## src/sv/assert_macros.svh

```systemverilog
// ----------------------------------------------------------------------------
// Assertion macros
// Shared concurrent assertion helpers for the sieve RTL.
// ----------------------------------------------------------------------------
`ifndef ASSERT_MACROS_SVH
`define ASSERT_MACROS_SVH
`ifndef SYNTHESIS
`define ASSERT_IMPL(label, clk, rst_n, prop) \
  label: assert property (@(posedge clk) disable iff (!rst_n) prop) \
    else $error("assertion failed");
`define ASSERT_NEXT(label, clk, rst_n, cond, nxt) \
  label: assert property (@(posedge clk) disable iff (!rst_n) (cond) |=> (nxt)) \
    else $error("assertion failed");
`else
`define ASSERT_IMPL(label, clk, rst_n, prop)
`define ASSERT_NEXT(label, clk, rst_n, cond, nxt)
`endif
`endif

```

## src/sv/lsm_ram.sv

```systemverilog
// ----------------------------------------------------------------------------
// Generic RAM
// Single write port, single read port, registered read.
// ----------------------------------------------------------------------------
`default_nettype none
module lsm_ram #(
  parameter int Width = 8,
  parameter int Depth = 16
) (
  input  wire logic                     clk,
  input  wire logic                     we,
  input  wire logic [$clog2(Depth)-1:0] waddr,
  input  wire logic [Width-1:0]         wdata,
  input  wire logic [$clog2(Depth)-1:0] raddr,
  output logic      [Width-1:0]         rdata
);
  logic [Width-1:0] mem [Depth];
  always_ff @(posedge clk) begin
    if (we) mem[waddr] <= wdata;
    rdata <= mem[raddr];
  end
endmodule
`default_nettype wire

```

## config.mk

```make
export PLATFORM = sky130hd
export DESIGN_NAME = lsm_ram
export DESIGN_NICKNAME = d
export VERILOG_FILES = /design/src/sv/assert_macros.svh /design/src/sv/lsm_ram.sv
export SDC_FILE = /design/constraint.sdc
export NUM_CORES = 1
export LEC_CHECK = 0
export BUFFER_PORTS_ARGS = -buffer_cell sky130_fd_sc_hd__buf_2
export CORE_MARGIN = 2
export CORE_UTILIZATION = 54
export CTS_BUF_LIST = sky130_fd_sc_hd__clkbuf_16
export CTS_CLUSTER_DIAMETER = 80
export DETAILED_ROUTE_END_ITERATION = 10
export PLACE_DENSITY = 0.73
export SYNTH_ARGS = -nofsm -noshare
export SYNTH_HDL_FRONTEND = slang
export SYNTH_SLANG_ARGS = --single-unit
```

## constraint.sdc

```tcl
create_clock -name clk -period 1.9 [get_ports clk]
set_input_delay 0.38 -clock clk [delete_from_list [all_inputs] [get_ports clk]]
set_output_delay 0.38 -clock clk [all_outputs]
set_load 0.1 [all_outputs]
```

# After elaboration in Yosys (flattened, before gate mapping)
# Memory sizes are Yosys's and may differ from the RTL's. A register that Yosys moved wholly into a read port is not among the register bits.
# Cells that the tools add are included.
word_totals:
  ff_bits: 0
  mem_bits_rw: 128
  inputBits: 18
  out_inout_bits: 8
  elab_cells: 3
  n_memories: 1
classes:
  n_mux: 2
memory_table:
  columns: ["name", "depth", "width", "rd", "rd_ports_with_merged_regs", "wr", "line_no", "source"]
  rows:
  - ["mem", 16, 8, 1, 1, 1, "lsm_ram.sv:17", "logic [Width-1:0] mem [Depth];"]
ops:
  columns: ["op", "n"]
  rows:
  - ["2-to-1 mux 1 bit", 2]

# Longest topological paths before layout
depth:
  ltp_word: 2
  mapped_depth: 5
  depth_no_buf: 3

# Least setup slack after synthesis
# Ideal clock, no wire load.
synth_path:
  path_kind: "input -> register"
  from: "input waddr[2]"
  to: "memory mem[0][0], enable pin"
  setup_time_ns: 0.383
  arrival_time_ns: 1.490
  required_ns: 1.517
  setup_slack_ns: 0.027
  cell_stages: 2
  path_buffers: 0
  cell_sequence: "or3b_2 nor3_1"
synth_rtl:
  columns: ["item", "line_no", "source"]
  rows:
  - ["start: declaration", "lsm_ram.sv:12", "input wire logic [$clog2(Depth)-1:0] waddr,"]
  - ["end: declaration", "lsm_ram.sv:17", null]
# No word-level cell before the write port.

# Final worst setup path
layout_path:
  from: "register rdata[1], read port of mem"
  to: "output rdata[1]"
layout_rtl:
  columns: ["item", "line_no", "source"]
  rows:
  - ["start: declaration", "lsm_ram.sv:15", "output logic [Width-1:0] rdata"]
# No word-level cell between the ends.

==> impl_metrics.csv <==
group,metric,value,unit
synth,synth_warnings,0,
global_route,grt_pass1_wl,14.3,mm
timing,period_minus_slack,1.59,ns
synth,ys_seq_elements,136,
timing,final_max_slew_viol_count,0,
routing,remaining_drc_errors,0,
clocking,cts-hold-fix-buffers,0,
layout,layout.nets,302,
layout,final_core_util,0.654,
die,die_w,102,µm
timing,max_freq,629,MHz
power,seq_power_share,0.516,
placement,place_inst,394,
routing,first_pass_iters,4,
power,ir_drop,0.702,mV
clocking,max-clock-path-buffers,2,
placement,gp_congestion,0.717,
worst_setup_path,worstPathCellList,"buf_2",
timing,hold_viol_final,0,
clocking,numCtsBuffers,17,
synth,synth-edff-count,128,
synth,synth.avg_cell_area,22.5,µm²
clocking,clk_pin_slew,0.06,ns
clocking,clock_latency,0.41,ns
power,power_density,1080,mW/mm²
synth,synth_top_area_frac,0.747,
synth,syn-cell-area,0.00515,mm²
die,design.die.area,0.0103,mm²
routing,routed_wl,9.36,mm
job,drv_cap,0,
synth,yosys-top-cells-count,"128 x edfxtp_1, 18 x mux4_2, 16 x a22oi_1, 14 x mux4_1, 13 x nor2_1",
global_route,grt.total_usage,0.204,
power,comb_power_share,0.069,
clocking,cts_tree,"built",
synth,synth_fp_nets,247,
timing,finClkSkew,0.00545,ns
layout,area_growth,17.4,%
layout,stdcell_count,426,
global_route,grt_pass1_vias,2477,
clocking,cts_resized,0,
clocking,clock-sinks,136,
power,power,6.55,mW
global_route,grt_max_degree,33,
placement,placed_cell_area,0.00554,mm²
placement,dp_hpwl,5.77,mm
routing,ant_nets,0,
worst_setup_path,critical-path-slowest-cell,"buf_2",
layout,design_area,0.00604,mm²
worst_setup_path,cp-start-kind,"register",
routing,vias_per_cell,5.70,
worst_setup_path,crit_path_max_fanout,1,
power,power.switching,1.44,mW
worst_setup_path,cp-end-kind,"output pin",
power,swShare,0.220,
synth,synthesis.instances,229,
clocking,postCtsSetupBuffers,0,
die,core_region_area,0.00924,mm²
worst_setup_path,r2r_setup_slack,0.51,ns
clocking,root_buffer,"clkbuf_16",
global_route,antenna_found_initial,0,
layout,diodes,0,
die,start_util,0.557,
timing,finalCritPeriodShare,0.837,
worst_setup_path,critPathArrivalTime,1.21,ns
timing,setup_tns,0,ns
worst_setup_path,slowest_delay,0.44,ns
power,internal_power,5.11,mW
worst_setup_path,path_delay_family,"buffers and inverters",
worst_hold_path,hold_path_class,"input port to register",
die,pin_count,26,
timing,finalSetupViolCount,0,
synth,ys_top_cells_by_area,"edfxtp_1 75%, mux4_2 7.9%, mux4_1 7.1%",
worst_setup_path,worstSetupPathType,"register to output pin",
timing,relSlewSlack,0.669,
synth,synth_ff_type,"edfxtp_1",
placement,io_buffers,25,
routing,wl_per_cell,22.0,µm
clocking,htree_num_levels,4,
synth,synthArstFlopShare,0,
routing,num_vias,2430,
die,fp.dieH,102,µm
layout,drive_above_1_share,0.300,
power,power.leakage,2.08,nW
run_status,status,"finished clean",
timing,tightestPinTransition,0.499,ns
die,rows,35,
worst_setup_path,worstPathRequired,1.52,ns
synth,ys_types,19,
power,clock_power_share,0.415,
worst_setup_path,cp_num_buf_inv,1,
synth,synth_most_common_cell,"edfxtp_1",
timing,rsz0062_at_grt,"no",
global_route,gr-total-overflow,0,
synth,synth_area_leader_cell,"edfxtp_1",
synth,synth_seq_area_share,0.778,
routing,first_iter_violations,175,
[per-stage QoR]
stage	worst slack, ns	hold WS [ns]
floorplan	0.0271	0.479
global placement	0.0819	0.649
detailed placement	0.0952	0.659
CTS	0.259	0.344
global route	0.266	0.351
finish	0.309	0.354
[per-layer routing]
metal	GRT usage	wire (µm)	vias up
li1	-	-	1085
met1	0.279	3900	1244
met2	0.314	4690	86
met3	0.0607	624	15
met4	0.0811	144	0
met5	0	0	-
[power by group through the flow]
| stage | logic (mW) | registers [mW] | clock network, mW |
|---|---|---|---|
| 6_report | 0.453 | 3.38 | 2.72 |
| 4_1_cts | 0.460 | 3.38 | 2.76 |
| 3_5_place_dp | 0.459 | 3.44 | 0 |
| 3_3_place_gp | 0.453 | 3.43 | 0 |
| 2_1_floorplan | 0.170 | 3.58 | 0 |
| 5_1_grt | 0.483 | 3.38 | 2.88 |
[state kept, by name, summed over array words and instances (netlist names)]
signal  cells
rdata       8
mem       128
[cell usage in the layout, fill, tap and decap left out]
cell / synthesis / final
a22oi_1: 16 / 16
and2_1: 1 / 1
and2b_1: 1 / 1
buf_12: 0 / 3
buf_2: 3 / 25
buf_4: 1 / 18
clkbuf_16: 0 / 17
clkinv_1: 0 / 4
clkinv_2: 0 / 4
clkinv_4: 0 / 1
clkinvlp_4: 0 / 2
dfxtp_1: 8 / 8
edfxtp_1: 128 / 128
inv_1: 0 / 4
mux4_1: 14 / 14
mux4_2: 18 / 18
nand2_1: 9 / 9
nand2b_1: 2 / 2
nand3_1: 1 / 1
nand3b_1: 2 / 2
nor2_1: 13 / 13
nor2b_1: 1 / 1
nor3_1: 4 / 4
or3b_2: 1 / 1
[cell families (layout without fill, tap and decap cells)]
| family | Yosys count | after routing | share of synthesized area |
|---|---|---|---|
| flops | 136 | 136 | 0.778 |
| simple gates | 35 | 35 | 0.0318 |
| mux | 32 | 32 | 0.150 |
| compound gates | 16 | 16 | 0.0233 |
| buf+inv | 10 | 78 | 0.0168 |
[area by class of cell]
type	count	area, µm²
sequential	136	4000
tap	129	161
clock inverter	15	73.8
timing repair buffer	46	320
fill	607	3200
clock buffer	17	425
multi-input combinational	83	1060
[worst paths after layout]
path / from / end / depth (start not counted)
setup / recovery: rdata[1] / rdata[1] / 1
hold reg to reg: mem[13][6] / rdata[6] / 3
setup reg to reg: mem[1][2] / rdata[2] / 3
hold / removal: wdata[5] / mem[12][5] / 1
Power figures use the tool's default switching activity.
