## config.mk

```make
export PLATFORM = sky130hd
export DESIGN_NAME = lsm_div
export DESIGN_NICKNAME = d
export VERILOG_FILES = /design/src/sv/assert_macros.svh /design/src/sv/lsm_pkg.sv /design/src/sv/lsm_div.sv
export SDC_FILE = /design/constraint.sdc
export NUM_CORES = 1
export LEC_CHECK = 0
export BUFFER_PORTS_ARGS = -buffer_cell sky130_fd_sc_hd__buf_2
export CAP_MARGIN = 20
export CORE_MARGIN = 4
export CORE_UTILIZATION = 46
export CTS_BUF_LIST = sky130_fd_sc_hd__clkbuf_16
export CTS_CLUSTER_SIZE = 20
export DETAILED_ROUTE_END_ITERATION = 6
export PLACE_DENSITY = 0.65
export SLEW_MARGIN = 20
export SYNTH_ARGS = -nofsm -noshare
export SYNTH_HDL_FRONTEND = slang
export SYNTH_SLANG_ARGS = --single-unit
```

## constraint.sdc

```tcl
create_clock -name clk -period 5 [get_ports clk]
set_input_delay 0.5 -clock clk [delete_from_list [all_inputs] [get_ports clk]]
set_output_delay 0.5 -clock clk [all_outputs]
set_load 0.02 [all_outputs]
```

## src/sv/assert_macros.svh

```systemverilog
// ----------------------------------------------------------------------------
// Assertion macros
// Shared concurrent assertion helpers for the sieve RTL.
// ----------------------------------------------------------------------------
`ifndef ASSERT_MACROS_SVH
`define ASSERT_MACROS_SVH
`ifndef SYNTHESIS
`define ASSERT_IMPL(label, clk, rst_n, prop) \
  label: assert property (@(posedge clk) disable iff (!rst_n) prop) \
    else $error("assertion failed");
`define ASSERT_NEXT(label, clk, rst_n, cond, nxt) \
  label: assert property (@(posedge clk) disable iff (!rst_n) (cond) |=> (nxt)) \
    else $error("assertion failed");
`else
`define ASSERT_IMPL(label, clk, rst_n, prop)
`define ASSERT_NEXT(label, clk, rst_n, cond, nxt)
`endif
`endif

```

## src/sv/lsm_pkg.sv

```systemverilog
// ----------------------------------------------------------------------------
// Sieve package
// Sizes and codes shared by the Mobius sieve files.
// ----------------------------------------------------------------------------
`default_nettype none
package lsm_pkg;
  localparam int MaxNumber = 65536;
  localparam int MaxPrimes = 8192;
  localparam int NumW = 17;
  localparam int AddrW = $clog2(MaxNumber + 1);
  localparam int PidxW = $clog2(MaxPrimes);
  localparam int PcntW = $clog2(MaxPrimes + 1);
  localparam logic [1:0] StOk = 2'd0;
  localparam logic [1:0] StOrder = 2'd1;
  localparam logic [1:0] StLimit = 2'd2;
endpackage
`default_nettype wire

```

## src/sv/lsm_div.sv

```systemverilog
// ----------------------------------------------------------------------------
// Remainder unit
// Restoring division, one quotient bit per cycle; reports n mod p == 0.
// ----------------------------------------------------------------------------
`default_nettype none
module lsm_div (
  input  wire logic                     clk,
  input  wire logic                     rst_n,
  input  wire logic                     start,
  input  wire logic [lsm_pkg::NumW-1:0] dividend,
  input  wire logic [lsm_pkg::NumW-1:0] divisor,
  output logic                          done,
  output logic                          zero_rem
);
  localparam int CntW = $clog2(lsm_pkg::NumW + 1);
  logic [lsm_pkg::NumW-1:0] q_r, d_r;
  logic [lsm_pkg::NumW:0]   rem_r, trial;
  logic [CntW-1:0]          cnt_r;
  logic                     busy_r;
  assign trial = {rem_r[lsm_pkg::NumW-1:0], q_r[lsm_pkg::NumW-1]} - {1'b0, d_r};
  always_ff @(posedge clk) begin
    if (!rst_n) begin
      busy_r <= 1'b0;
      done   <= 1'b0;
    end else begin
      done <= 1'b0;
      if (start) begin
        busy_r <= 1'b1;
        q_r    <= dividend;
        d_r    <= divisor;
        rem_r  <= '0;
        cnt_r  <= CntW'(lsm_pkg::NumW);
      end else if (busy_r) begin
        if (!trial[lsm_pkg::NumW])
          rem_r <= trial;
        else
          rem_r <= {rem_r[lsm_pkg::NumW-1:0], q_r[lsm_pkg::NumW-1]};
        q_r   <= q_r << 1;
        cnt_r <= cnt_r - 1'b1;
        if (cnt_r == CntW'(1)) begin
          busy_r <= 1'b0;
          done   <= 1'b1;
        end
      end
    end
  end
  assign zero_rem = (rem_r == '0);
endmodule
`default_nettype wire

```

## Word-level counts from Yosys, hierarchy flattened

Cells that the tools add are included.

| cells by class | value |
|---|---|
| add/sub/neg operators | 2 |
| equal/unequal tests | 1 |
| mux-type cells | 9 |
| bitwise gates (word level) | 2 |
| reductions and logical operators | 5 |

Operators with widths:

| operator | number |
|---|---|
| $mux W18 | 2 |
| $mux W17 | 2 |
| $logic_not A18 Y1 | 1 |
| $sub A18 B17 Y18 | 1 |
| $eq A5 B1 Y1 const B | 1 |
| $mux W5 | 1 |
| $sub A5 B1 Y5 const B | 1 |
| $mux W1 | 4 |
| $reduce_and A2 Y1 | 2 |
| $reduce_or A3 Y1 | 1 |
| $not A1 Y1 | 2 |
| $reduce_bool A2 Y1 | 1 |

| storage, ports and cells | value |
|---|---|
| register bits | 59 |
| input port bits | 37 |
| output and inout port bits | 2 |
| word-level logic and storage cells | 25 |

## Depth between registers and ports, before layout

Gate-level depths: netlist of run 1.

| depth | value |
|---|---|
| depth after elaboration | 4 |
| mapped depth | 10 |
| mapped depth without buffers | 10 |

## Least setup slack after synthesis of run 1

OpenSTA, ideal clock, no wires.

| path | value |
|---|---|
| kind | flip-flop to flip-flop |
| start point | register rem_r[4] (netlist bit) |
| end point | register rem_r[14] (netlist bit), data pin |
| setup time | 0.260 ns |
| data arrival time | 2.212 ns |
| required time | 4.740 ns |
| path slack | 2.528 ns |
| cell stages (with the launch flop) | 9 |
| path buffers | 0 |
| period minus slack after synthesis | 2.472 ns |
| path through | edfxtp_1 -> ha_1 -> or3_1 -> nand4_1 -> a21o_1 -> a211oi_4 -> o21a_4 -> nor2_2 -> mux2_2 |

| on the way | value |
|---|---|
| word-level cells in the longest chain between the ends | 3 |

RTL lines:

| element | RTL line | source |
|---|---|---|
| start: declaration | lsm_div.sv:17 | `logic [lsm_pkg::NumW:0] rem_r, trial;` |
| start signal: assignment | lsm_div.sv:35 | `rem_r <= trial;` |
| start signal: assignment | lsm_div.sv:37 | `rem_r <= {rem_r[lsm_pkg::NumW-1:0], q_r[lsm_pkg::NumW-1]};` |
| $sub A18 B17 Y18 | lsm_div.sv:20 | `assign trial = {rem_r[lsm_pkg::NumW-1:0], q_r[lsm_pkg::NumW-1]} - {1'b0, d_r};` |
| $mux W18 | lsm_div.sv:34 | `if (!trial[lsm_pkg::NumW])` |
| $mux W18 | lsm_div.sv:33 | `end else if (busy_r) begin` |

No other way between the ends. The select of a mux whose other input is x is not followed.
A chain may end at the register's enable or synchronous reset.

## Worst setup path in the final report of run 1

| path | value |
|---|---|
| start point | register rem_r[9] (netlist bit) |
| end point | register rem_r[14] (netlist bit), data pin |

Same word-level chain as after synthesis.

==> report_table.html, run 1 <==
<table>
<tr><th>Metric</th><th>Value</th></tr>
<tr><th colspan="2">Timing</th></tr>
<tr><td>Worst-Margin Slew</td><td>0.957 ns</td></tr>
<tr><td>Slack of the critical path</td><td>1.94 ns</td></tr>
<tr><td>Hold Violations, Final</td><td>0</td></tr>
<tr><td>Period Utilization, post-route</td><td>between 60% and 70%</td></tr>
<tr><td>Minimum hold slack</td><td>approximately 0.35 ns</td></tr>
<tr><td>Max frequency</td><td>between 300 and 400 MHz</td></tr>
<tr><td>Worst relative slew slack</td><td>between 30% and 40%</td></tr>
<tr><td>Setup TNS after final layout</td><td>0 ns</td></tr>
<tr><td>Slew Limit Fails</td><td>0</td></tr>
<tr><td>Unrepaired setup endpoints after global routing</td><td>false</td></tr>
<tr><td>Shortest clock period the worst path allows after layout</td><td>between 3 and 4 ns</td></tr>
<tr><td>Finish-stage setup viols</td><td>0</td></tr>
<tr><td>Maximum clock skew at final layout</td><td>0.00507 ns</td></tr>
<tr><th colspan="2">Place</th></tr>
<tr><td>Buffers added on ports</td><td>38</td></tr>
<tr><td>Worst-case setup slack after placement</td><td>around 2.0 ns</td></tr>
<tr><td>Post-Place Cell Area</td><td>~3700 um2</td></tr>
<tr><td>Post-detailed-placement half-perimeter wirelength</td><td>4940 um</td></tr>
<tr><td>Placer Congestion</td><td>between 0.8 and 0.9</td></tr>
<tr><td>Number of placed instances, taps included</td><td>430</td></tr>
<tr><th colspan="2">Worst setup path</th></tr>
<tr><td>Critical Path Slowest Stage Cell</td><td>sky130_fd_sc_hd__nor3_4</td></tr>
<tr><td>Path depth of the worst reg2reg path</td><td>7</td></tr>
<tr><td>R2r startpoint</td><td>rem_r[9]</td></tr>
<tr><td>CP max FO</td><td>18</td></tr>
<tr><td>Required time of the worst setup path</td><td>around 5.1 ns</td></tr>
<tr><td>CP bufs+invs</td><td>0</td></tr>
<tr><td>Reg2Reg Capture Point</td><td>rem_r[14]</td></tr>
<tr><td>Worst EP arrival</td><td>between 3 and 4 ns</td></tr>
<tr><td>Total number of cells along the worst setup path</td><td>7</td></tr>
<tr><td>Type of element launching the critical path</td><td>flip-flop</td></tr>
<tr><td>Top Family by Delay on Critical Path</td><td>compound AO/OA/AOI/OAI gates</td></tr>
<tr><td>Critical Path, Cell by Cell</td><td>ha_1, a21oi_1, o21ai_0, a221o_1, nor3_4, nor2_2, mux2_2</td></tr>
<tr><td>Stage delay of the slowest cell on the critical path</td><td>roughly 0.61 ns</td></tr>
<tr><td>Worst setup path category</td><td>reg -&gt; reg</td></tr>
<tr><td>Worst-case register-to-register setup slack</td><td>roughly 1.9 ns</td></tr>
<tr><td>Kind of capture point of the worst setup path</td><td>flip-flop</td></tr>
<tr><th colspan="2">Final layout</th></tr>
<tr><td>Finished Layout Cells</td><td>roughly 450</td></tr>
<tr><td>Final non-filler cell area</td><td>~4000 um2</td></tr>
<tr><td>Count of nets after finishing</td><td>around 400</td></tr>
<tr><td>Fraction of final layout cells sized beyond drive strength 1</td><td>23.1%</td></tr>
<tr><td>Fill cell total of the finished layout</td><td>roughly 660</td></tr>
<tr><td>Sequential Area</td><td>1750 um2</td></tr>
<tr><td>Diodes inserted</td><td>0</td></tr>
<tr><td>Area of the multi-input gates</td><td>around 1500 um2</td></tr>
<tr><td>Synth-to-Final Area Change</td><td>16.8%</td></tr>
<tr><th colspan="2">Pwr</th></tr>
<tr><td>Power per Cell Area</td><td>about 400 nW/um2</td></tr>
<tr><td>Leak</td><td>1.54 nW</td></tr>
<tr><td>Worst-case vdd ir drop</td><td>~0.00024 V</td></tr>
<tr><th colspan="2">Logic synthesis</th></tr>
<tr><td>Library cell occupying the most area in the post-synthesis netlist</td><td>sky130_fd_sc_hd__edfxtp_1</td></tr>
<tr><td>Net Count, Synth</td><td>360</td></tr>
<tr><td>Proportion of synthesized chip area in sequential cells</td><td>just over 50%</td></tr>
<tr><td>Share of Yosys cell area claimed by the top area cell type</td><td>between 50 and 60%</td></tr>
<tr><td>Synthesis Warnings</td><td>0</td></tr>
<tr><td>Number of synthesized register bits</td><td>about 60</td></tr>
<tr><td>Syn Std Cell Area</td><td>~3400 um2</td></tr>
<tr><td>Number of distinct library cells after synthesis</td><td>49</td></tr>
<tr><td>Post-synth EDFFs</td><td>between 50 and 60</td></tr>
<tr><td>Fraction of registers with async set or reset after synthesis</td><td>0%</td></tr>
<tr><td>Leading register cell type out of synthesis</td><td>sky130_fd_sc_hd__edfxtp_1</td></tr>
<tr><td>Ranking of synthesized cells by area</td><td>sky130_fd_sc_hd__edfxtp_1 (50%), sky130_fd_sc_hd__ha_1 (7.0%), sky130_fd_sc_hd__mux2_2 (5.6%)</td></tr>
<tr><td>Number of instances in the synthesized netlist</td><td>about 300</td></tr>
<tr><td>Mean instance size in the synthesized netlist</td><td>between 10 and 15 um2</td></tr>
<tr><th colspan="2">Floorplanning</th></tr>
<tr><td>Number of I/O pins</td><td>39</td></tr>
<tr><td>Initial cell density of the core</td><td>between 40 and 50%</td></tr>
<tr><td>Number of standard-cell rows in the floorplan</td><td>31</td></tr>
<tr><td>Vertical die dimension</td><td>~94 um</td></tr>
<tr><td>Core region area</td><td>just over 7000 um2</td></tr>
<tr><td>Die X</td><td>roughly 94 um</td></tr>
<tr><td>Die ar.</td><td>8850 um2</td></tr>
<tr><th colspan="2">Global routing</th></tr>
<tr><td>Total Routing Usage GR</td><td>17.5%</td></tr>
<tr><td>First-pass GRT wire length</td><td>about 12000 um</td></tr>
<tr><td>Antenna violations before repair</td><td>0</td></tr>
<tr><td>Vias in the first global route</td><td>about 2400</td></tr>
<tr><td>Remaining Overflow, GRT</td><td>0</td></tr>
<tr><td>Maximum number of pins on one net before global-route repair</td><td>52</td></tr>
<tr><th colspan="2">Detailed routing</th></tr>
<tr><td>Detail Route Antenna Nets</td><td>0</td></tr>
<tr><td>Total vias in the final route</td><td>2465</td></tr>
<tr><td>Detail-routed via count per cell</td><td>approximately 5.5</td></tr>
<tr><td>Detailed-route wire length per cell</td><td>roughly 16 um</td></tr>
<tr><td>Post-Route WL</td><td>7210 um</td></tr>
<tr><td>Iteration count of the initial detailed-routing pass</td><td>6</td></tr>
<tr><td>Remaining routing DRC violations</td><td>0</td></tr>
<tr><td>Detailed Route Iter0 Violations</td><td>between 100 and 150</td></tr>
<tr><th colspan="2">CTS</th></tr>
<tr><td>Post-CTS repair timing setup buffer count</td><td>0</td></tr>
<tr><td>Clock transition at the registers of the reported paths</td><td>0.05 ns</td></tr>
<tr><td>Buffers from clock root to sink, at most</td><td>2</td></tr>
<tr><td>Clock tree from TritonCTS</td><td>yes</td></tr>
<tr><td>Number of cells upsized or downsized after cts</td><td>0</td></tr>
<tr><td>Htree depth</td><td>3</td></tr>
<tr><td>Clock Root Buffer</td><td>sky130_fd_sc_hd__clkbuf_16</td></tr>
<tr><td>Total number of clock tree sinks</td><td>between 50 and 60</td></tr>
<tr><td>TritonCTS buffer count</td><td>9</td></tr>
<tr><td>Number of hold buffers added after CTS</td><td>0</td></tr>
<tr><td>Clock network latency to the later pin of the worst-skew pair</td><td>between 0.3 and 0.4 ns</td></tr>
<tr><th colspan="2">Outcome</th></tr>
<tr><td>Run status</td><td>finished clean</td></tr>
<tr><th colspan="2">Worst hold path</th></tr>
<tr><td>Hold-critical path endpoint</td><td>d_r[2]</td></tr>
<tr><td>Start point of the worst hold path</td><td>divisor[2]</td></tr>
<tr><td>Tightest Hold Check Type</td><td>in -&gt; reg</td></tr>
<tr><td>Number of instances on the worst hold path</td><td>1</td></tr>
<tr><th colspan="2">Job</th></tr>
<tr><td>Max Cap Violations</td><td>0</td></tr>
</table>
==> cell usage after synthesis, types with 2 or more instances <==
cell                       count
sky130_fd_sc_hd__nand4_1       4
sky130_fd_sc_hd__nor4_1        4
sky130_fd_sc_hd__buf_1         3
sky130_fd_sc_hd__or3_1         5
sky130_fd_sc_hd__clkbuf_1      6
sky130_fd_sc_hd__o21ai_0      21
sky130_fd_sc_hd__nor2b_1       4
sky130_fd_sc_hd__nand2b_1      7
sky130_fd_sc_hd__a31oi_1       5
sky130_fd_sc_hd__dfxtp_1       2
sky130_fd_sc_hd__or4_1         5
sky130_fd_sc_hd__ha_1         19
sky130_fd_sc_hd__nor2_1       11
sky130_fd_sc_hd__xnor2_1      13
sky130_fd_sc_hd__and2_1        2
sky130_fd_sc_hd__or2_2         2
sky130_fd_sc_hd__nor3b_1       2
sky130_fd_sc_hd__and3_1        3
sky130_fd_sc_hd__a211oi_1      4
sky130_fd_sc_hd__inv_1        20
sky130_fd_sc_hd__o22a_1        2
sky130_fd_sc_hd__o21ai_1       2
sky130_fd_sc_hd__nand2_1      14
sky130_fd_sc_hd__nor3_1        4
sky130_fd_sc_hd__nand3_1      11
sky130_fd_sc_hd__nand3b_1      2
sky130_fd_sc_hd__edfxtp_1     57
sky130_fd_sc_hd__xor2_1        2
sky130_fd_sc_hd__mux2_2       17
sky130_fd_sc_hd__a21o_1        5
sky130_fd_sc_hd__a21oi_1      24
sky130_fd_sc_hd__o21a_1        4
==> layout make-up <==
type / count / share of cell area (%)
clock buffer: 9 / 5.66
multi-input combinational: 212 / 38.4
clock inverter: 7 / 1.73
tap: 99 / 3.11
sequential: 59 / 44.0
inverter: 20 / 1.89
timing repair buffer: 40 / 5.16
==> kinds of logic (layout without fill, tap and decap cells) <==
kind of cell               after synthesis  count (layout)  share of synthesized area, %
and+or+nand+nor                         84              84                          13.8
AOI/OAI and AO/OA                       76              76                          14.0
DFF                                     59              59                          51.4
buffers and inverters                   32              76                          3.71
adders and majority gates               20              20                          7.57
muxes                                   17              17                          5.62
xor gates and xnor gates                15              15                          3.86
==> how the worst max path moves through the flow <==
| stage | to | from |
|---|---|---|
| 2_1_floorplan | rem_r[14] | rem_r[4] |
| 3_3_place_gp | rem_r[14] | rem_r[9] |
| 3_5_place_dp | rem_r[14] | rem_r[9] |
| 5_1_grt | rem_r[14] | rem_r[9] |
| 4_1_cts | rem_r[14] | rem_r[9] |
| 6_report | rem_r[14] | rem_r[9] |
==> placed cells by master, fill, tap and decap left out, types with 3 or more instances in the layout <==
cell type	netlist	layout
sky130_fd_sc_hd__edfxtp_1	57	57
sky130_fd_sc_hd__buf_2	1	38
sky130_fd_sc_hd__a21oi_1	24	24
sky130_fd_sc_hd__o21ai_0	21	21
sky130_fd_sc_hd__inv_1	20	20
sky130_fd_sc_hd__ha_1	19	19
sky130_fd_sc_hd__mux2_2	17	17
sky130_fd_sc_hd__nand2_1	14	14
sky130_fd_sc_hd__xnor2_1	13	13
sky130_fd_sc_hd__nand3_1	11	11
sky130_fd_sc_hd__nor2_1	11	11
sky130_fd_sc_hd__clkbuf_16	0	9
sky130_fd_sc_hd__nand2b_1	7	7
sky130_fd_sc_hd__or4_1	5	5
sky130_fd_sc_hd__a21o_1	5	5
sky130_fd_sc_hd__or3_1	5	5
sky130_fd_sc_hd__a31oi_1	5	5
sky130_fd_sc_hd__o21a_1	4	4
sky130_fd_sc_hd__nor4_1	4	4
sky130_fd_sc_hd__nand4_1	4	4
sky130_fd_sc_hd__a211oi_1	4	4
sky130_fd_sc_hd__nor3_1	4	4
sky130_fd_sc_hd__nor2b_1	4	4
sky130_fd_sc_hd__and3_1	3	3
sky130_fd_sc_hd__clkinv_2	0	3
==> flip-flops by register name, summed over array words and instances (netlist names) <==
name / cells
rem_r: 18
cnt_r: 5
busy_r: 1
q_r: 17
done: 1
d_r: 17
==> stage by stage <==
step / util, % / total power, mW
5_1_grt: 55.2 / 1.66
2_1_floorplan: - / 0.894
3_5_place_dp: 51.1 / 0.982
4_1_cts: 55.2 / 1.59
6_report: 55.2 / 1.58
3_3_place_gp: 51.1 / 0.979
==> power breakdown <==
part | switching [mW] | internal [mW]
combinational | 0.203 | 0.148
sequential | 0.0259 | 0.599
clock | 0.218 | 0.383
total | 0.447 | 1.13
==> routing by layer <==
metal / up-vias / track usage, % / wire (um)
met3: 8 / 4.65 / 336
li1: 1224 / - / -
met1: 1181 / 22.1 / 3100
met2: 52 / 29.4 / 3670
met4: 0 / 5.17 / 102
met5: - / 0 / 0
Power figures use the tool's default switching activity.
==> inputs of run 2 (changes only) <==
- ABC_AREA: default -> 1
- PLACE_DENSITY: 0.65 -> 0.67
- clock period: 5 -> 2.7 ns (I/O delays scaled with it)
==> report_table.html, run 2 <==
<table>
<tr><th>Metric</th><th>Value</th></tr>
<tr><th colspan="2">CTS</th></tr>
<tr><td>Post-CTS repair timing setup buffer count</td><td>0</td></tr>
<tr><td>Clock transition at the registers of the reported paths</td><td>about 0.050 ns</td></tr>
<tr><td>Number of hold buffers added after CTS</td><td>0</td></tr>
<tr><td>Number of cells upsized or downsized after cts</td><td>0</td></tr>
<tr><td>Clock network latency to the later pin of the worst-skew pair</td><td>0.33 ns</td></tr>
<tr><td>Clock Root Buffer</td><td>sky130_fd_sc_hd__clkbuf_16</td></tr>
<tr><td>Buffers from clock root to sink, at most</td><td>2</td></tr>
<tr><td>Total number of clock tree sinks</td><td>59</td></tr>
<tr><td>Clock tree from TritonCTS</td><td>yes</td></tr>
<tr><td>Htree depth</td><td>3</td></tr>
<tr><td>TritonCTS buffer count</td><td>9</td></tr>
<tr><th colspan="2">Pwr</th></tr>
<tr><td>Leak</td><td>between 2 and 2.5 nW</td></tr>
<tr><td>Worst-case vdd ir drop</td><td>0.000392 V</td></tr>
<tr><td>Power per Cell Area</td><td>about 680 nW/um2</td></tr>
<tr><td>Final Power</td><td>between 3 and 4 mW</td></tr>
<tr><th colspan="2">Detailed routing</th></tr>
<tr><td>Detailed Route Iter0 Violations</td><td>150</td></tr>
<tr><td>Remaining routing DRC violations</td><td>0</td></tr>
<tr><td>Post-Route WL</td><td>between 8000 and 9000 um</td></tr>
<tr><td>Iteration count of the initial detailed-routing pass</td><td>4</td></tr>
<tr><td>Detailed-route wire length per cell</td><td>approximately 13 um</td></tr>
<tr><td>Detail Route Antenna Nets</td><td>0</td></tr>
<tr><td>Total vias in the final route</td><td>between 3000 and 4000</td></tr>
<tr><td>Detail-routed via count per cell</td><td>slightly below 5</td></tr>
<tr><th colspan="2">Floorplanning</th></tr>
<tr><td>Number of I/O pins</td><td>39</td></tr>
<tr><td>Vertical die dimension</td><td>about 100 um</td></tr>
<tr><td>Number of standard-cell rows in the floorplan</td><td>33</td></tr>
<tr><td>Initial cell density of the core</td><td>about 47%</td></tr>
<tr><td>Die ar.</td><td>a little under 10000 um2</td></tr>
<tr><td>Core region area</td><td>roughly 8200 um2</td></tr>
<tr><td>Die X</td><td>99.7 um</td></tr>
<tr><th colspan="2">Place</th></tr>
<tr><td>Post-detailed-placement half-perimeter wirelength</td><td>about 6000 um</td></tr>
<tr><td>Buffers added on ports</td><td>38</td></tr>
<tr><td>Number of placed instances, taps included</td><td>slightly above 600</td></tr>
<tr><td>Placer Congestion</td><td>0.858</td></tr>
<tr><th colspan="2">Timing</th></tr>
<tr><td>Worst-Margin Slew</td><td>between 0.8 and 0.9 ns</td></tr>
<tr><td>Maximum clock skew at final layout</td><td>around 0.0088 ns</td></tr>
<tr><td>Slew Limit Fails</td><td>0</td></tr>
<tr><td>Hold Violations, Final</td><td>0</td></tr>
<tr><td>Shortest clock period the worst path allows after layout</td><td>~2.4 ns</td></tr>
<tr><td>Finish-stage setup viols</td><td>0</td></tr>
<tr><td>Worst relative slew slack</td><td>between 40% and 50%</td></tr>
<tr><td>Minimum hold slack</td><td>between 0.1 and 0.15 ns</td></tr>
<tr><td>Unrepaired setup endpoints after global routing</td><td>false</td></tr>
<tr><td>Max frequency</td><td>between 400 and 500 MHz</td></tr>
<tr><td>Setup TNS after final layout</td><td>0 ns</td></tr>
<tr><td>Period Utilization, post-route</td><td>approximately 87%</td></tr>
<tr><th colspan="2">Logic synthesis</th></tr>
<tr><td>Number of instances in the synthesized netlist</td><td>470</td></tr>
<tr><td>Fraction of registers with async set or reset after synthesis</td><td>0%</td></tr>
<tr><td>Ranking of synthesized cells by area</td><td>sky130_fd_sc_hd__edfxtp_1 (44%), sky130_fd_sc_hd__nand2_1 (15%), sky130_fd_sc_hd__inv_1 (7.8%)</td></tr>
<tr><td>Number of distinct library cells after synthesis</td><td>36</td></tr>
<tr><td>Mean instance size in the synthesized netlist</td><td>around 8.2 um2</td></tr>
<tr><td>Cell with the most instances after synthesis</td><td>sky130_fd_sc_hd__nand2_1</td></tr>
<tr><td>Syn Std Cell Area</td><td>3870 um2</td></tr>
<tr><td>Share of Yosys cell area claimed by the top area cell type</td><td>between 40% and 50%</td></tr>
<tr><td>Proportion of synthesized chip area in sequential cells</td><td>between 40 and 50%</td></tr>
<tr><td>Number of synthesized register bits</td><td>59</td></tr>
<tr><td>Most frequent cells after synthesis</td><td>sky130_fd_sc_hd__nand2_1 (156), sky130_fd_sc_hd__inv_1 (80), sky130_fd_sc_hd__edfxtp_1 (57)</td></tr>
<tr><td>Synthesis Warnings</td><td>0</td></tr>
<tr><td>Post-synth EDFFs</td><td>57</td></tr>
<tr><td>Net Count, Synth</td><td>527</td></tr>
<tr><td>Library cell occupying the most area in the post-synthesis netlist</td><td>sky130_fd_sc_hd__edfxtp_1</td></tr>
<tr><td>Leading register cell type out of synthesis</td><td>sky130_fd_sc_hd__edfxtp_1</td></tr>
<tr><th colspan="2">Worst setup path</th></tr>
<tr><td>Kind of capture point of the worst setup path</td><td>flip-flop</td></tr>
<tr><td>Critical Path Slowest Stage Cell</td><td>sky130_fd_sc_hd__edfxtp_1</td></tr>
<tr><td>CP max FO</td><td>16</td></tr>
<tr><td>Required time of the worst setup path</td><td>~2.8 ns</td></tr>
<tr><td>Critical Path, Cell by Cell</td><td>ha_1, a21oi_1, o21ai_1, a21oi_2, nand3_4, nand2_8, inv_6, nor2_1, nor2_1</td></tr>
<tr><td>CP bufs+invs</td><td>1</td></tr>
<tr><td>Worst setup path category</td><td>reg -&gt; reg</td></tr>
<tr><td>Worst-case register-to-register setup slack</td><td>approximately 0.34 ns</td></tr>
<tr><td>Type of element launching the critical path</td><td>flip-flop</td></tr>
<tr><td>Most numerous cell on the critical path</td><td>sky130_fd_sc_hd__nor2_1</td></tr>
<tr><td>Worst EP arrival</td><td>2.44 ns</td></tr>
<tr><td>Stage delay of the slowest cell on the critical path</td><td>between 0.4 and 0.5 ns</td></tr>
<tr><td>Top Family by Delay on Critical Path</td><td>compound AO/OA/AOI/OAI gates</td></tr>
<tr><th colspan="2">Worst hold path</th></tr>
<tr><td>Tightest Hold Check Type</td><td>in -&gt; reg</td></tr>
<tr><th colspan="2">Final layout</th></tr>
<tr><td>Synth-to-Final Area Change</td><td>15.0%</td></tr>
<tr><td>Diodes inserted</td><td>0</td></tr>
<tr><td>Post-route core utilization</td><td>54.1%</td></tr>
<tr><td>Fraction of final layout cells sized beyond drive strength 1</td><td>18.4%</td></tr>
<tr><td>Top library cells by usage in the layout, fill and taps aside</td><td>sky130_fd_sc_hd__nand2_1 (156), sky130_fd_sc_hd__inv_1 (81), sky130_fd_sc_hd__edfxtp_1 (57)</td></tr>
<tr><td>Count of nets after finishing</td><td>between 500 and 600</td></tr>
<tr><td>Biggest regs</td><td>rem_r (18), d_r (17), q_r (17)</td></tr>
<tr><td>Leading cell type in the layout, fill and taps excluded</td><td>sky130_fd_sc_hd__nand2_1</td></tr>
<tr><td>Flip-flop count of the largest register, all copies and words added</td><td>18</td></tr>
<tr><td>Reg with most FFs</td><td>rem_r</td></tr>
<tr><td>Finished Layout Cells</td><td>622</td></tr>
<tr><th colspan="2">Job</th></tr>
<tr><td>Max Cap Violations</td><td>0</td></tr>
<tr><th colspan="2">Global routing</th></tr>
<tr><td>Antenna violations before repair</td><td>0</td></tr>
<tr><td>Total Routing Usage GR</td><td>17.6%</td></tr>
<tr><td>Remaining Overflow, GRT</td><td>0</td></tr>
<tr><td>First-pass GRT wire length</td><td>13800 um</td></tr>
<tr><td>Vias in the first global route</td><td>about 3000</td></tr>
<tr><td>Maximum number of pins on one net before global-route repair</td><td>36</td></tr>
<tr><th colspan="2">Outcome</th></tr>
<tr><td>Run status</td><td>finished clean</td></tr>
</table>
[run 2: changes by cell type after synthesis, moves of 17 or more]
| cell | delta |
|---|---|
| sky130_fd_sc_hd__nand2_1 | +142 |
| sky130_fd_sc_hd__inv_1 | +60 |
| sky130_fd_sc_hd__nand3_1 | +28 |
| sky130_fd_sc_hd__nor2_1 | +18 |
| sky130_fd_sc_hd__mux2_2 | -17 |
| sky130_fd_sc_hd__o21ai_0 | -17 |
[run 2: final cells by class]
| type | instances | area, um2 |
|---|---|---|
| clock buffer | 9 | 225 |
| timing repair buffer | 40 | 218 |
| clock inverter | 7 | 61.3 |
| fill | 777 | 3770 |
| inverter | 85 | 324 |
| tap | 105 | 131 |
| sequential | 59 | 1750 |
| multi-input combinational | 317 | 1740 |
[run 2: kinds of logic after synthesis]
kind of cell | synth area share, %
fa+ha+maj | 6.66
flops | 45.3
compound gates | 3.30
xor+xnor | 0.906
buf+inv | 10.1
simple gates | 33.8
[run 2: metrics by stage]
stage | setup WS [ns] | area (um2)
finish | 0.338 | 4450
floorplan | 0.369 | 3870
global route | 0.193 | 4450
CTS | 0.332 | 4450
detailed placement | 0.357 | 4160
global placement | 0.402 | 4160
[run 2: worst register-to-register path: cells and delay by family, from the launching register on]
| kind | cells | cell delay, ns |
|---|---|---|
| buf+inv | 1 | 0.11 |
| flops | 1 | 0.42 |
| fa+ha+maj | 1 | 0.38 |
| compound gates | 3 | 0.60 |
| simple gates | 4 | 0.60 |
[run 2: power by group]
| group | switching, mW | internal (mW) | total [mW] |
|---|---|---|---|
| Sequential | 0.0473 | 1.10 | 1.15 |
| Combinational | 0.484 | 0.268 | 0.752 |
| Clock | 0.405 | 0.702 | 1.11 |
[run 2: worst paths after layout]
path,to,cells past startpoint,from
hold / removal,d_r[15],1,divisor[15]
setup / recovery,rem_r[0],9,rem_r[11]
setup reg to reg,rem_r[0],9,rem_r[11]
hold reg to reg,q_r[12],2,q_r[11]
[run 2: layer usage]
metal	global-route usage (%)	share of wire [%]
met1	23.5	47
met2	28.7	46
met3	3.44	4.9
met4	5.78	1.5
met5	0	0
==> inputs of run 3 (changes only) <==
==> constraint.sdc (replaced) <==
create_clock -name clk -period 2.7 [get_ports clk]
set_input_delay 0 -clock clk [delete_from_list [all_inputs] [get_ports clk]]
set_output_delay 0 -clock clk [all_outputs]
set_load 0.05 [all_outputs]
==> report_table.html, run 3 (synthesis gave the netlist of run 2 again) <==
<table>
<tr><th>Metric</th><th>Value</th></tr>
<tr><th colspan="2">Detailed routing</th></tr>
<tr><td>Post-Route WL</td><td>between 8000 and 9000 um</td></tr>
<tr><td>Detail Route Antenna Nets</td><td>0</td></tr>
<tr><td>Detailed Route Iter0 Violations</td><td>roughly 140</td></tr>
<tr><td>Detailed-route wire length per cell</td><td>between 10 and 15 um</td></tr>
<tr><td>Total vias in the final route</td><td>approximately 3200</td></tr>
<tr><td>Detail-routed via count per cell</td><td>about 4.9</td></tr>
<tr><td>Remaining routing DRC violations</td><td>0</td></tr>
<tr><td>Iteration count of the initial detailed-routing pass</td><td>5</td></tr>
<tr><th colspan="2">Outcome</th></tr>
<tr><td>Run status</td><td>finished clean</td></tr>
<tr><th colspan="2">Job</th></tr>
<tr><td>Max Cap Violations</td><td>0</td></tr>
<tr><th colspan="2">Worst setup path</th></tr>
<tr><td>Path depth of the worst reg2reg path</td><td>11</td></tr>
<tr><td>Critical Path, Cell by Cell</td><td>ha_1, nand2_2, inv_2, a21oi_4, nand3_2, nand2_4, nand3_4, nand2_8, inv_6, nor2_1, nor2_1</td></tr>
<tr><td>Critical Path Slowest Stage Cell</td><td>sky130_fd_sc_hd__edfxtp_1</td></tr>
<tr><td>CP max FO</td><td>16</td></tr>
<tr><td>Reg2Reg Capture Point</td><td>rem_r[0]</td></tr>
<tr><td>Worst setup path endpoint</td><td>rem_r[0]</td></tr>
<tr><td>Most numerous cell on the critical path</td><td>sky130_fd_sc_hd__nor2_1</td></tr>
<tr><td>Kind of capture point of the worst setup path</td><td>flip-flop</td></tr>
<tr><td>Launch point of the worst path</td><td>rem_r[6]</td></tr>
<tr><td>Stage delay of the slowest cell on the critical path</td><td>0.50 ns</td></tr>
<tr><td>R2r startpoint</td><td>rem_r[6]</td></tr>
<tr><td>Worst-case register-to-register setup slack</td><td>approximately 0.31 ns</td></tr>
<tr><td>Worst setup path category</td><td>reg -&gt; reg</td></tr>
<tr><td>Worst EP arrival</td><td>between 2 and 2.5 ns</td></tr>
<tr><td>Required time of the worst setup path</td><td>2.78 ns</td></tr>
<tr><td>Type of element launching the critical path</td><td>flip-flop</td></tr>
<tr><th colspan="2">Final layout</th></tr>
<tr><td>Fraction of final layout cells sized beyond drive strength 1</td><td>17.8%</td></tr>
<tr><td>Final non-filler cell area</td><td>4880 um2</td></tr>
<tr><td>Synth-to-Final Area Change</td><td>26.1%</td></tr>
<tr><td>Sequential Area</td><td>1750 um2</td></tr>
<tr><td>Count of nets after finishing</td><td>604</td></tr>
<tr><td>Top library cells by usage in the layout, fill and taps aside</td><td>sky130_fd_sc_hd__nand2_1 (156), sky130_fd_sc_hd__inv_1 (80), sky130_fd_sc_hd__edfxtp_1 (57)</td></tr>
<tr><td>Flip-flop count of the largest register, all copies and words added</td><td>18</td></tr>
<tr><td>Biggest regs</td><td>rem_r (18), d_r (17), q_r (17)</td></tr>
<tr><td>Leading cell type in the layout, fill and taps excluded</td><td>sky130_fd_sc_hd__nand2_1</td></tr>
<tr><td>Area of the multi-input gates</td><td>about 1700 um2</td></tr>
<tr><td>Fill cell total of the finished layout</td><td>708</td></tr>
<tr><td>Reg with most FFs</td><td>rem_r</td></tr>
<tr><td>Diodes inserted</td><td>0</td></tr>
<tr><th colspan="2">Floorplanning</th></tr>
<tr><td>Initial cell density of the core</td><td>a little under half</td></tr>
<tr><td>Die X</td><td>99.7 um</td></tr>
<tr><td>Number of I/O pins</td><td>39</td></tr>
<tr><td>Number of standard-cell rows in the floorplan</td><td>33</td></tr>
<tr><td>Core region area</td><td>between 8000 and 9000 um2</td></tr>
<tr><td>Vertical die dimension</td><td>~100 um</td></tr>
<tr><td>Die ar.</td><td>between 9000 and 10000 um2</td></tr>
<tr><th colspan="2">Place</th></tr>
<tr><td>Post-detailed-placement half-perimeter wirelength</td><td>around 6000 um</td></tr>
<tr><td>Placer Congestion</td><td>between 0.9 and 1</td></tr>
<tr><td>Post-Place Cell Area</td><td>about 4200 um2</td></tr>
<tr><td>Buffers added on ports</td><td>38</td></tr>
<tr><th colspan="2">Timing</th></tr>
<tr><td>Max frequency</td><td>419 MHz</td></tr>
<tr><td>Shortest clock period the worst path allows after layout</td><td>between 2 and 2.5 ns</td></tr>
<tr><td>Maximum clock skew at final layout</td><td>around 0.012 ns</td></tr>
<tr><td>Period Utilization, post-route</td><td>88.4%</td></tr>
<tr><td>Finish-stage setup viols</td><td>0</td></tr>
<tr><td>Unrepaired setup endpoints after global routing</td><td>false</td></tr>
<tr><td>Slew Limit Fails</td><td>0</td></tr>
<tr><td>Hold Violations, Final</td><td>0</td></tr>
<tr><td>Worst relative slew slack</td><td>between 40% and 50%</td></tr>
<tr><td>Setup TNS after final layout</td><td>0 ns</td></tr>
<tr><td>Worst-Margin Slew</td><td>slightly below 0.8 ns</td></tr>
<tr><th colspan="2">CTS</th></tr>
<tr><td>Number of cells upsized or downsized after cts</td><td>0</td></tr>
<tr><td>Clock network latency to the later pin of the worst-skew pair</td><td>~0.33 ns</td></tr>
<tr><td>Clock tree from TritonCTS</td><td>yes</td></tr>
<tr><td>Htree depth</td><td>3</td></tr>
<tr><td>TritonCTS buffer count</td><td>9</td></tr>
<tr><td>Clock transition at the registers of the reported paths</td><td>roughly 0.060 ns</td></tr>
<tr><td>Post-CTS repair timing setup buffer count</td><td>0</td></tr>
<tr><td>Buffers from clock root to sink, at most</td><td>2</td></tr>
<tr><td>Clock Root Buffer</td><td>sky130_fd_sc_hd__clkbuf_16</td></tr>
<tr><td>Total number of clock tree sinks</td><td>a little under 60</td></tr>
<tr><th colspan="2">Pwr</th></tr>
<tr><td>Worst-case vdd ir drop</td><td>approximately 0.00047 V</td></tr>
<tr><td>Leak</td><td>2.38 nW</td></tr>
<tr><td>Power per Cell Area</td><td>688 nW/um2</td></tr>
<tr><th colspan="2">Worst hold path</th></tr>
<tr><td>Tightest Hold Check Type</td><td>in -&gt; reg</td></tr>
<tr><td>Start point of the worst hold path</td><td>start</td></tr>
<tr><th colspan="2">Global routing</th></tr>
<tr><td>Antenna violations before repair</td><td>0</td></tr>
<tr><td>Maximum number of pins on one net before global-route repair</td><td>36</td></tr>
<tr><td>First-pass GRT wire length</td><td>~15000 um</td></tr>
<tr><td>Total Routing Usage GR</td><td>a little under a fifth</td></tr>
<tr><td>Vias in the first global route</td><td>3287</td></tr>
<tr><td>Remaining Overflow, GRT</td><td>0</td></tr>
</table>
==> run 3: metal layers <==
metal / up-vias / global-route usage (%) / wire length, um
met3: 18 / 3.86 / 428
met5: - / 0 / 0
met1: 1489 / 24.2 / 3890
li1: 1645 / - / -
met2: 92 / 31.4 / 4180
met4: 0 / 7.77 / 199
==> run 3: worst min-delay path by stage <==
| stage | endpoint | slack [ns] | cells after the start |
|---|---|---|---|
| finish | cnt_r[1] | 0.16 | 2 |
| global route | cnt_r[3] | 0.20 | 2 |
| CTS | cnt_r[1] | 0.15 | 2 |
| detailed placement | d_r[9] | 0.18 | 1 |
| global placement | d_r[14] | 0.18 | 1 |
| floorplan | d_r[0] | 0.1 | 0 |
==> run 3: what timing repair did <==
| item | CTS | global route |
|---|---|---|
| endpoints found under the hold margin | 35 | 0 |
| hold buffers | 35 | 0 |
| endpoints found under the setup margin | 0 | 0 |
==> run 3: final cells by class <==
class | count | share of cell area [%]
sequential | 59 | 35.9
tap | 105 | 2.69
inverter | 85 | 6.64
clock buffer | 9 | 4.62
timing repair buffer | 75 | 11.6
multi-input combinational | 317 | 35.6
clock inverter | 7 | 2.87
==> run 3: critical path: cells and delay by family (launching register included) <==
| kind | cells | cell delay, ns |
|---|---|---|
| simple gates | 7 | 0.90 |
| flops | 1 | 0.50 |
| fa+ha+maj | 1 | 0.39 |
| compound gates | 1 | 0.17 |
| buf+inv | 2 | 0.16 |
==> run 3: power by group <==
group / internal, mW / total (mW) / leakage [nW] / switching (mW)
Clock: 0.992 / 1.41 / 0.172 / 0.415
Combinational: 0.300 / 0.800 / 1.64 / 0.499
Sequential: 1.10 / 1.15 / 0.563 / 0.0497
Total: 2.39 / 3.36 / 2.38 / 0.964
==> run 3: through the flow <==
step	utilization [%]	hold slack, ns	setup slack (ns)	total power [mW]	std cells
floorplan	-	0.0989	0.241	1.76	470
detailed placement	50.7	0.178	0.352	1.91	606
global route	59.4	0.198	0.134	3.53	657
CTS	59.4	0.146	0.335	3.37	657
finish	59.4	0.164	0.314	3.36	657
global placement	50.7	0.176	0.402	1.90	606
